### src/hw/rtl/flt_pkg.sv
package flt_pkg;

    localparam int MAX_FLAMES_DEF   = 16;
    localparam int MAX_FRACTION_DEF = 64;
    localparam int MAX_VARIANCE_DEF = 32;

    localparam int VAL_W = 32;
    localparam int W_W   = 17;
    localparam logic [W_W-1:0] W_ONE = 17'h10000;

    typedef enum logic [2:0] {
        OP_LOAD_RATE  = 3'd0,
        OP_LOAD_FRAC  = 3'd1,
        OP_LOAD_VAR   = 3'd2,
        OP_LOAD_TABLE = 3'd3,
        OP_QUERY      = 3'd4
    } opcode_t;

    localparam logic [1:0] CFG_FLAMES   = 2'd0;
    localparam logic [1:0] CFG_FRACTION = 2'd1;
    localparam logic [1:0] CFG_VARIANCE = 2'd2;

    typedef enum logic [1:0] {
        SEL_RATE,
        SEL_FRAC,
        SEL_VAR
    } wsel_t;

    typedef enum logic [4:0] {
        ST_IDLE,
        ST_R0_RD,
        ST_R0_CMP,
        ST_RL_RD,
        ST_RL_CMP,
        ST_RS_RD,
        ST_RS_CMP,
        ST_W_GO,
        ST_W_WAIT,
        ST_F_START,
        ST_A0_RD,
        ST_A0_CMP,
        ST_AS_RD,
        ST_AS_CMP,
        ST_T_RD,
        ST_T_CAP,
        ST_L_ISS,
        ST_L_WR,
        ST_DONE
    } fsm_t;

    typedef struct packed {
        logic                    start;
        logic signed [VAL_W-1:0] x;
        logic signed [VAL_W-1:0] lo;
        logic signed [VAL_W-1:0] hi;
    } wgt_req_t;

    typedef struct packed {
        logic           done;
        logic [W_W-1:0] w;
    } wgt_rsp_t;

endpackage

### src/hw/rtl/flt_weight.sv
module flt_weight import flt_pkg::*; (
    input  logic     aclk,
    input  logic     aresetn,
    input  wgt_req_t req,
    output wgt_rsp_t rsp
);

    logic signed [VAL_W:0] num;
    logic signed [VAL_W:0] den;
    logic                  busy_reg;
    logic                  done_reg;
    logic [3:0]            cnt_reg;
    logic [VAL_W-1:0]      rem_reg;
    logic [VAL_W-1:0]      den_reg;
    logic [W_W-1:0]        q_reg;
    logic [VAL_W:0]        sh;

    assign num = {req.x[VAL_W-1], req.x} - {req.lo[VAL_W-1], req.lo};
    assign den = {req.hi[VAL_W-1], req.hi} - {req.lo[VAL_W-1], req.lo};
    assign sh  = {rem_reg, 1'b0};

    always_ff @(posedge aclk) begin
        if (!aresetn) begin
            busy_reg <= 1'b0;
            done_reg <= 1'b0;
            cnt_reg  <= '0;
        end else begin
            done_reg <= 1'b0;
            if (req.start) begin
                if (den <= 0 || num <= 0) begin
                    done_reg <= 1'b1;
                end else if (num >= den) begin
                    done_reg <= 1'b1;
                end else begin
                    busy_reg <= 1'b1;
                    cnt_reg  <= '0;
                end
            end else if (busy_reg) begin
                cnt_reg <= cnt_reg + 4'd1;
                if (cnt_reg == 4'd15) begin
                    busy_reg <= 1'b0;
                    done_reg <= 1'b1;
                end
            end
        end
    end

    always_ff @(posedge aclk) begin
        if (req.start) begin
            rem_reg <= num[VAL_W-1:0];
            den_reg <= den[VAL_W-1:0];
            if (den <= 0 || num <= 0) begin
                q_reg <= '0;
            end else if (num >= den) begin
                q_reg <= W_ONE;
            end else begin
                q_reg <= '0;
            end
        end else if (busy_reg) begin
            if (sh >= {1'b0, den_reg}) begin
                rem_reg <= VAL_W'(sh - {1'b0, den_reg});
                q_reg   <= {q_reg[W_W-2:0], 1'b1};
            end else begin
                rem_reg <= sh[VAL_W-1:0];
                q_reg   <= {q_reg[W_W-2:0], 1'b0};
            end
        end
    end

    assign rsp.done = done_reg;
    assign rsp.w    = q_reg;

endmodule

### config.mk
export PLATFORM = sky130hd
export DESIGN_NAME = flt_weight
export DESIGN_NICKNAME = d
export VERILOG_FILES = /design/src/hw/rtl/flt_pkg.sv /design/src/hw/rtl/flt_weight.sv
export SDC_FILE = /design/constraint.sdc
export NUM_CORES = 1
export LEC_CHECK = 0
export ABC_AREA = 1
export BUFFER_PORTS_ARGS = -buffer_cell sky130_fd_sc_hd__buf_2
export CORE_ASPECT_RATIO = 1.5
export CORE_UTILIZATION = 30
export CTS_CLUSTER_DIAMETER = 50
export DETAILED_ROUTE_END_ITERATION = 7
export PLACE_DENSITY = 0.5
export SKIP_CTS_REPAIR_TIMING = 1
export SYNTH_ARGS = -nofsm -noshare
export SYNTH_HDL_FRONTEND = slang
export SYNTH_SLANG_ARGS = --single-unit
### constraint.sdc
create_clock -name aclk -period 6.6 [get_ports aclk]
set_input_delay 0.66 -clock aclk [delete_from_list [all_inputs] [get_ports aclk]]
set_output_delay 0.66 -clock aclk [all_outputs]
set_load 0.005 [all_outputs]
==> results of run 1 <==
==> metrics by stage <==
stage / std cells / setup WS [ns]
2_1_floorplan: 1921 / 2.90
3_3_place_gp: 2517 / 1.23
3_5_place_dp: 2517 / 1.21
4_1_cts: 2533 / 1.57
5_1_grt: 2533 / 1.36
6_report: 2533 / 1.62
==> area by class of cell <==
cell class	count	area, sq um	share of cell area, %
clock buffers	13	262	1.99
repair buffers	120	611	4.65
clock inverters	3	17.5	0.133
inverters	399	1500	11.4
flip-flops and latches	87	2550	19.4
multi-input cells	1416	7570	57.7
well taps	495	619	4.72
==> tightest hold or removal path, delay by kind of cell, from the launching register on <==
family | cells | cell delay [ns]
compound gates | 1 | 0.07
buf+inv | 1 | 0.08
flops | 1 | 0.31
==> Yosys cell counts (all sizes together), types with 4 or more instances <==
| cell | number |
|---|---|
| nand2 | 675 |
| inv | 399 |
| nor2 | 167 |
| ha | 129 |
| nand3 | 120 |
| a21oi | 95 |
| edfxtp | 81 |
| nand3b | 48 |
| o21ai | 36 |
| nand4 | 26 |
| nor3 | 24 |
| xor2 | 24 |
| xnor2 | 22 |
| buf | 14 |
| a21o | 9 |
| o21bai | 8 |
| a31oi | 6 |
| dfxtp | 6 |
| clkbuf | 5 |
| o211ai | 5 |
| a221oi | 4 |
| o21a | 4 |
==> cell usage in the layout, fill, tap and decap left out, drive strengths merged <==
master	netlist	layout
o21ai	36	36
o31ai	1	1
o221ai	1	1
nor4	3	3
a211oi	1	1
nand4	26	26
fa	3	3
xor2	24	24
nand3b	48	48
clkinv	0	1
or2	1	1
nor2	167	167
o21bai	8	8
and3	3	3
a21oi	95	95
clkbuf	5	13
ha	129	129
a221oi	4	4
a21o	9	9
buf	14	120
o21a	4	4
a31oi	6	6
o211ai	5	5
nand2	675	675
o31a	1	1
xnor2	22	22
edfxtp	81	81
nand3	120	120
dfxtp	6	6
nor3	24	24
inv	399	401
==> routing by layer <==
layer | wire (um) | up-vias
li1 | - | 6280
met1 | 15500 | 5445
met2 | 22200 | 249
met3 | 743 | 112
met4 | 3050 | 0
met5 | 0 | -
==> how the worst max path moves through the flow <==
stage / from / endpoint / depth (start not counted)
CTS: req[0] / cnt_reg[0] / 27
floorplan: req[0] / cnt_reg[1] / 27
global route: req[0] / cnt_reg[1] / 27
global placement: req[0] / cnt_reg[2] / 27
finish: req[0] / cnt_reg[0] / 28
detailed placement: req[0] / cnt_reg[0] / 27
==> logic make-up (layout without fill, tap and decap cells) <==
logic type / after synthesis / count (layout) / share of synthesized area (%)
buf+inv: 418 / 535 / 13.8
simple gates: 1067 / 1067 / 38.4
flops: 87 / 87 / 21.7
fa+ha+maj: 132 / 132 / 14.3
xor+xnor: 46 / 46 / 3.56
compound gates: 171 / 171 / 8.24
==> power breakdown <==
| part | internal, mW | total (mW) | switching [mW] |
|---|---|---|---|
| Clock | 0.278 | 0.494 | 0.216 |
| Combinational | 0.668 | 1.91 | 1.24 |
| Sequential | 0.751 | 0.798 | 0.0469 |
==> flow_summary.yaml, run 1 <==
die:
  initial_core_util_pct: 30.5
  rows: 88
  design.core.area_sq_mm: 0.0385
  ios: 117
  dieHeight_um: 244
  die_w_um: 164
  dieArea_sq_mm: 0.0399
critical_path:
  slowest_delay_ns: 0.51
  required_ns: 6.85
  path_common_cell: "nand2_1"
  setup.worst_path.class: "input port to flop"
  ff2ff_path_depth: 10
  rr_startpoint: "rem_reg[30]"
  r2r_end: "rem_reg[0]"
  crit_fanout: 8
  path_delay_family: "simple AND/OR/NAND/NOR gates"
  worstPathArrival_ns: 5.23
  crit_buf_inv: 4
  ff2ff_setup_slack_ns: 3.24
  endpoint_kind: "flop"
  start_kind: "input port"
  slowest_stage: "nor3_1"
global_routing:
  grt_pass1_vias: 12300
  overflow: 0
  antenna_found_initial: 0
  groute.usage.overall_pct: 21.1
  grt_max_degree: 59
  top_usage_layer: "met2"
  grt_pass1_wl_um: 64000
  met3_usage_pct: 1.17
  grtUsageMet1_pct: 21.1
  grt_use_met2_pct: 40.8
status:
  status: "finished clean"
hold_path:
  hold_class: "flop to flop"
  holdPathStages: 2
  min_to: "busy_reg"
  hp-start: "busy_reg"
timing:
  finalCriticalPeriod_ns: 4.98
  grt_setup_unrepaired: "no"
  skew_ns: 0.0128
  fin_crit_sh_pct: 75.4
  fmax_mhz: 201
  whs_ns: 0.507
  worst_slew_pin_slew_ns: 0.736
  finalSetupViolations: 0
  fin_tns_setup_ns: 0
  hold_viol: 0
  finalMaxSlewViolations: 0
  maxSlewHeadroom_pct: 51.0
clock_tree:
  cts-root-buf: "clkbuf_16"
  cts.htree.levels: 3
  clock_path_buffers: 2
  clock_sinks: 87
  path_clk_slew_ns: 0.06
  numCtsBuffers: 9
  cts_tree: "yes"
  clk-insertion-delay-late_ns: 0.36
synth:
  synth_cell_types: 42
  synthTopCellsByArea: "nand2_1, edfxtp_1, ha_1, inv_1, nor2_1"
  synthCells: 1921
  synth_flop_cell: "edfxtp_1"
  ys_ff_latch: 87
  syn-num-nets: 2152
  syn_area_sq_mm: 0.0117
  synth_top_area_share_pct: 21.3
  avgSynthCellArea_sq_um: 6.11
  synth_async_sr_flop_share_pct: 0
  synth.largest_area_cell: "nand2_1"
  ys_warn_count: 0
  synth_edf_count: 81
  seq_area_frac_synth_pct: 21.7
drt:
  drt_pass1_iterations: 5
  ant_nets: 0
  dr_total_vias: 12100
  wirelength_um: 41600
  drt_drc_violations_left: 0
  drt_iter0_markers: 585
  routedWlPerCell_um: 16.4
  vias_per_cell: 4.77
power:
  p_per_area_mw_per_mm2: 244
  ir_drop_uv: 134
  p_total_mw: 3.20
  power.leakage_nw: 7.39
finish:
  filler_cell_count: 4330
  drive_gt1_share_pct: 7.80
  fin_area_sq_mm: 0.0131
  finalNetCount: 2264
  antenna_cells: 0
  area_growth_pct: 11.9
  fin_util_pct: 34.1
job:
  max_cap_violations: 0
placement:
  place.gp.congestion: 0.971
  placed_cell_area_sq_mm: 0.0129
  portBuffers: 116
  dp_hpwl_um: 36300
(Power assumes the default switching activity.)
==> run 2: changes to the inputs <==
- clock period: 6.6 -> 4.65 ns (I/O delays scaled with it)
==> flow_summary.yaml, run 2 (same netlist as run 1, synthesis figures left out) <==
critical_path:
  path_delay_family: "simple AND/OR/NAND/NOR gates"
  r2r_end: "rem_reg[19]"
  slowest_delay_ns: 0.58
  path_common_cell: "nand2_1"
  start_kind: "input port"
  crit_chain: "buf_2 > inv_1 > ha_1 > nand2_1 > nor2_1 > inv_1 > nor3_1 > nand3_1 > nand3_1 > nand2_1 > ha_1 > nand3_1 > nand3b_1 > nor3_1 > o21ai_0 > nand4_1 > nand3_1 > nand2_1 > inv_1 > nand2_4 > nand2_1 > nand2_1 > nor2_1"
  slowest_stage: "nor3_1"
  ff2ff_path_depth: 11
  setup.worst_path.class: "input port to flop"
  rr_startpoint: "rem_reg[30]"
  crit_buf_inv: 4
  endpoint_kind: "flop"
  required_ns: 4.90
  worstPathArrival_ns: 4.27
  ff2ff_setup_slack_ns: 1.14
  crit_fanout: 8
placement:
  portBuffers: 116
  dp_hpwl_um: 37000
  place.gp.congestion: 0.960
hold_path:
  hold_class: "input port to flop"
  holdPathStages: 3
  hp-start: "aresetn"
  min_to: "done_reg"
finish:
  fin_util_pct: 34.3
  finalNetCount: 2272
  final_common_cell: "nand2_1"
  layout_common_cells: "nand2_1, inv_1, nor2_1"
  filler_cell_count: 4380
  drive_gt1_share_pct: 8.21
  seq_area_sq_mm: 0.00255
  area_growth_pct: 12.7
  multi_input_area_sq_mm: 0.00757
timing:
  finalCriticalPeriod_ns: 4.01
  hold_viol: 0
  fmax_mhz: 249
  fin_crit_sh_pct: 86.3
  finalSetupViolations: 0
  finalMaxSlewViolations: 0
  skew_ns: 0.0119
  fin_tns_setup_ns: 0
  worst_slew_pin_slew_ns: 0.760
  maxSlewHeadroom_pct: 49.0
  grt_setup_unrepaired: "no"
drt:
  topRoutingLayerUsed: "met4"
  wirelength_um: 42200
  ant_nets: 0
  drt_iter0_markers: 435
  routed-wl-met3_um: 689
  dr_total_vias: 12100
  vias_per_cell: 4.75
  wl_met1_um: 15600
  drt_drc_violations_left: 0
  routedWlPerCell_um: 16.6
  drt_pass1_iterations: 5
  wl_met2_um: 21800
die:
  design.core.area_sq_mm: 0.0385
  dieArea_sq_mm: 0.0399
  ios: 117
  initial_core_util_pct: 30.5
  rows: 88
  dieHeight_um: 244
  die_w_um: 164
job:
  max_cap_violations: 0
global_routing:
  grt_max_degree: 52
  grt_pass1_wl_um: 66000
  antenna_found_initial: 2
  overflow: 0
  grt_pass1_vias: 12600
  groute.usage.overall_pct: 21.7
clock_tree:
  clock_sinks: 87
  cts-root-buf: "clkbuf_16"
  numCtsBuffers: 9
  cts.htree.levels: 3
  clock_path_buffers: 2
  path_clk_slew_ns: 0.07
  clk-insertion-delay-late_ns: 0.36
  cts_tree: "yes"
power:
  power.leakage_nw: 7.44
  ir_drop_uv: 196
  p_per_area_mw_per_mm2: 351
status:
  status: "finished clean"
## run 2: changes by cell type in the layout (fill, tap and decap cells not counted)
cell       change
bufinv_16      +1
buf_4          +8
inv_4          -2
clkinv_4       +1
diode_2        +2
clkbuf_1       -1
inv_6          +1
## run 2: routing by layer
layer	vias to the layer above	GRT usage (%)
met4	0	19.5
met5	-	0
met3	128	1.24
met2	266	40.3
met1	5406	21.4
li1	6290	-
## run 2: worst register-to-register path: cells and delay by family, from the launching register on
| kind | cells | cell delay (ns) |
|---|---|---|
| buf+inv | 2 | 0.33 |
| simple gates | 8 | 2.20 |
| fa+ha+maj | 1 | 0.33 |
| flops | 1 | 0.42 |
## run 2: power by group
part	leakage (nW)	internal [mW]	total (mW)	switching, mW
sequential	0.855	1.07	1.14	0.0689
combinational	6.44	0.962	2.74	1.78
clock	0.152	0.452	0.760	0.309
total	7.44	2.48	4.64	2.16
## run 2: layout make-up
cell class / instances / share of cell area (%)
Multi-Input combinational cell: 1416 / 57.3
Sequential cell: 87 / 19.3
Inverter: 399 / 11.3
Timing Repair Buffer: 128 / 5.07
Tap cell: 495 / 4.68
Clock buffer: 12 / 1.95
Clock inverter: 4 / 0.397
Antenna cell: 2 / 0.0378
## run 2: metrics by stage
step / hold WS [ns] / cell area (sq um) / worst slack, ns / cells / total power, mW
6_report: 0.390 / 13200 / 0.639 / 2543 / 4.64
5_1_grt: 0.396 / 13200 / 0.164 / 2543 / 5.07
4_1_cts: 0.377 / 13200 / 0.650 / 2541 / 4.67
3_5_place_dp: 0.490 / 12900 / 0.282 / 2525 / 3.88
3_3_place_gp: 0.477 / 12900 / 0.338 / 2525 / 3.88
2_1_floorplan: 0.446 / 11700 / 1.14 / 1921 / 3.12
## run 2: worst max path at each step
stage,from,end,cells past startpoint
floorplan,req[0],cnt_reg[1],27
global placement,req[0],cnt_reg[3],28
detailed placement,req[0],cnt_reg[0],28
CTS,req[0],cnt_reg[1],29
global route,req[59],cnt_reg[3],24
finish,req[59],cnt_reg[1],23
==> run 3: changes to the inputs <==
- CORE_MARGIN: unset -> 4
==> flow_summary.yaml, run 3 (same netlist as run 1, synthesis figures left out) <==
clock_tree:
  clock_sinks: 87
  numCtsBuffers: 9
  path_clk_slew_ns: 0.07
  cts-root-buf: "clkbuf_16"
  cts_tree: "yes"
  cts.htree.levels: 3
  clk-insertion-delay-late_ns: 0.36
  clock_path_buffers: 2
timing:
  finalMaxSlewViolations: 0
  finalSetupViolations: 0
  fin_tns_setup_ns: 0
  fin_crit_sh_pct: 86.0
  worst_slew_pin_slew_ns: 0.724
  hold_viol: 0
  grt_setup_unrepaired: "no"
  finalCriticalPeriod_ns: 4.00
  fmax_mhz: 250
  maxSlewHeadroom_pct: 51.7
  skew_ns: 0.00902
global_routing:
  grt_pass1_wl_um: 65200
  groute.usage.overall_pct: 19.7
  grt_pass1_vias: 12400
  grt_max_degree: 48
  antenna_found_initial: 0
  overflow: 0
placement:
  place.gp.congestion: 0.923
  portBuffers: 116
  placed_cells: 2524
  dp_hpwl_um: 37200
status:
  status: "finished clean"
critical_path:
  endpoint_kind: "flop"
  ff2ff_setup_slack_ns: 1.17
  worstPathArrival_ns: 4.26
  slowest_delay_ns: 0.44
  crit_fanout: 8
  ff2ff_path_depth: 11
  path_common_cell: "nand2_1"
  setup.worst_path.class: "input port to flop"
  rr_startpoint: "rem_reg[30]"
  required_ns: 4.90
  start_kind: "input port"
  r2r_end: "rem_reg[13]"
  slowest_stage: "fa_1"
die:
  initial_core_util_pct: 30.5
  dieArea_sq_mm: 0.0424
  design.core.area_sq_mm: 0.0385
  ios: 117
  die_w_um: 170
  dieHeight_um: 250
  rows: 88
power:
  share_seq_of_total_power_pct: 24.6
  power.leakage_nw: 7.45
  p_switching_mw: 2.15
  p_per_area_mw_per_mm2: 349
  p_total_mw: 4.62
  p_sw_share_pct: 46.6
  clkPwrFrac_pct: 16.4
  ir_drop_uv: 206
  combPwrFrac_pct: 59.0
  p_int_mw: 2.47
drt:
  vias_per_cell: 4.77
  ant_nets: 0
  drt_pass1_iterations: 5
  dr_total_vias: 12100
  drt_iter0_markers: 450
  wirelength_um: 42400
  drt_drc_violations_left: 0
  routedWlPerCell_um: 16.7
job:
  max_cap_violations: 0
hold_path:
  holdPathStages: 3
  min_to: "cnt_reg[1]"
  hold_class: "input port to flop"
  hp-start: "aresetn"
finish:
  layout_common_cells: "nand2_1, inv_1, nor2_1"
  antenna_cells: 0
  drive_gt1_share_pct: 8.26
  final_common_cell: "nand2_1"
  stdcell_count: 2540
  area_growth_pct: 12.7
  finalNetCount: 2271
-- run 3: changes by cell type in the layout (fill, tap and decap cells not counted) --
cell,delta
clkbuf_8,+1
clkbuf_16,+1
bufinv_16,-1
clkbuf_1,-2
diode_2,-2
clkinv_4,+1
buf_4,-1
-- run 3: metrics by stage --
step           setup slack [ns]  util [%]  instance area, sq um  hold slack [ns]
2_1_floorplan              1.14         -                 11700            0.446
3_3_place_gp              0.311      33.5                 12900            0.476
3_5_place_dp              0.281      33.5                 12900            0.496
4_1_cts                   0.646      34.3                 13200            0.374
5_1_grt                   0.240      34.3                 13200            0.387
6_report                  0.649      34.3                 13200            0.393
-- run 3: cell type report --
cell class                 count  area (sq um)
timing repair buffer         127           663
multi-input combinational   1416          7570
tap                          495           619
sequential                    87          2550
inverter                     399          1500
clock buffer                  12           289
fill                        4321         25300
clock inverter                 4          31.3
-- run 3: power by group through the flow --
stage / combinational, mW / clock, mW / sequential, mW
floorplan: 1.98 / 0 / 1.13
global placement: 2.71 / 0 / 1.14
detailed placement: 2.71 / 0 / 1.15
CTS: 2.73 / 0.786 / 1.13
global route: 3.09 / 0.813 / 1.15
finish: 2.72 / 0.759 / 1.13
-- run 3: worst max-delay path, delay by kind of cell --
| kind | cells | cell delay [ns] |
|---|---|---|
| simple gates | 20 | 2.32 |
| fa+ha+maj | 3 | 0.96 |
| buf+inv | 4 | 0.32 |
| compound gates | 1 | 0.17 |
-- run 3: worst max-delay path by stage --
stage                  from          to  cells after the start  slack, ns
detailed placement   req[0]  cnt_reg[2]                     28       0.28
global placement    req[41]  cnt_reg[3]                     27       0.31
floorplan            req[0]  cnt_reg[1]                     27       1.14
finish               req[0]  cnt_reg[2]                     28       0.65
global route         req[0]  cnt_reg[3]                     28       0.24
CTS                  req[0]  cnt_reg[2]                     28       0.65
-- run 3: routing by layer --
layer,track usage (%),wire length [um],vias to the layer above
met5,0,0,-
met4,13.6,3310,0
met3,1.15,861,103
met2,38.2,22700,239
met1,19.7,15500,5467
li1,-,-,6305
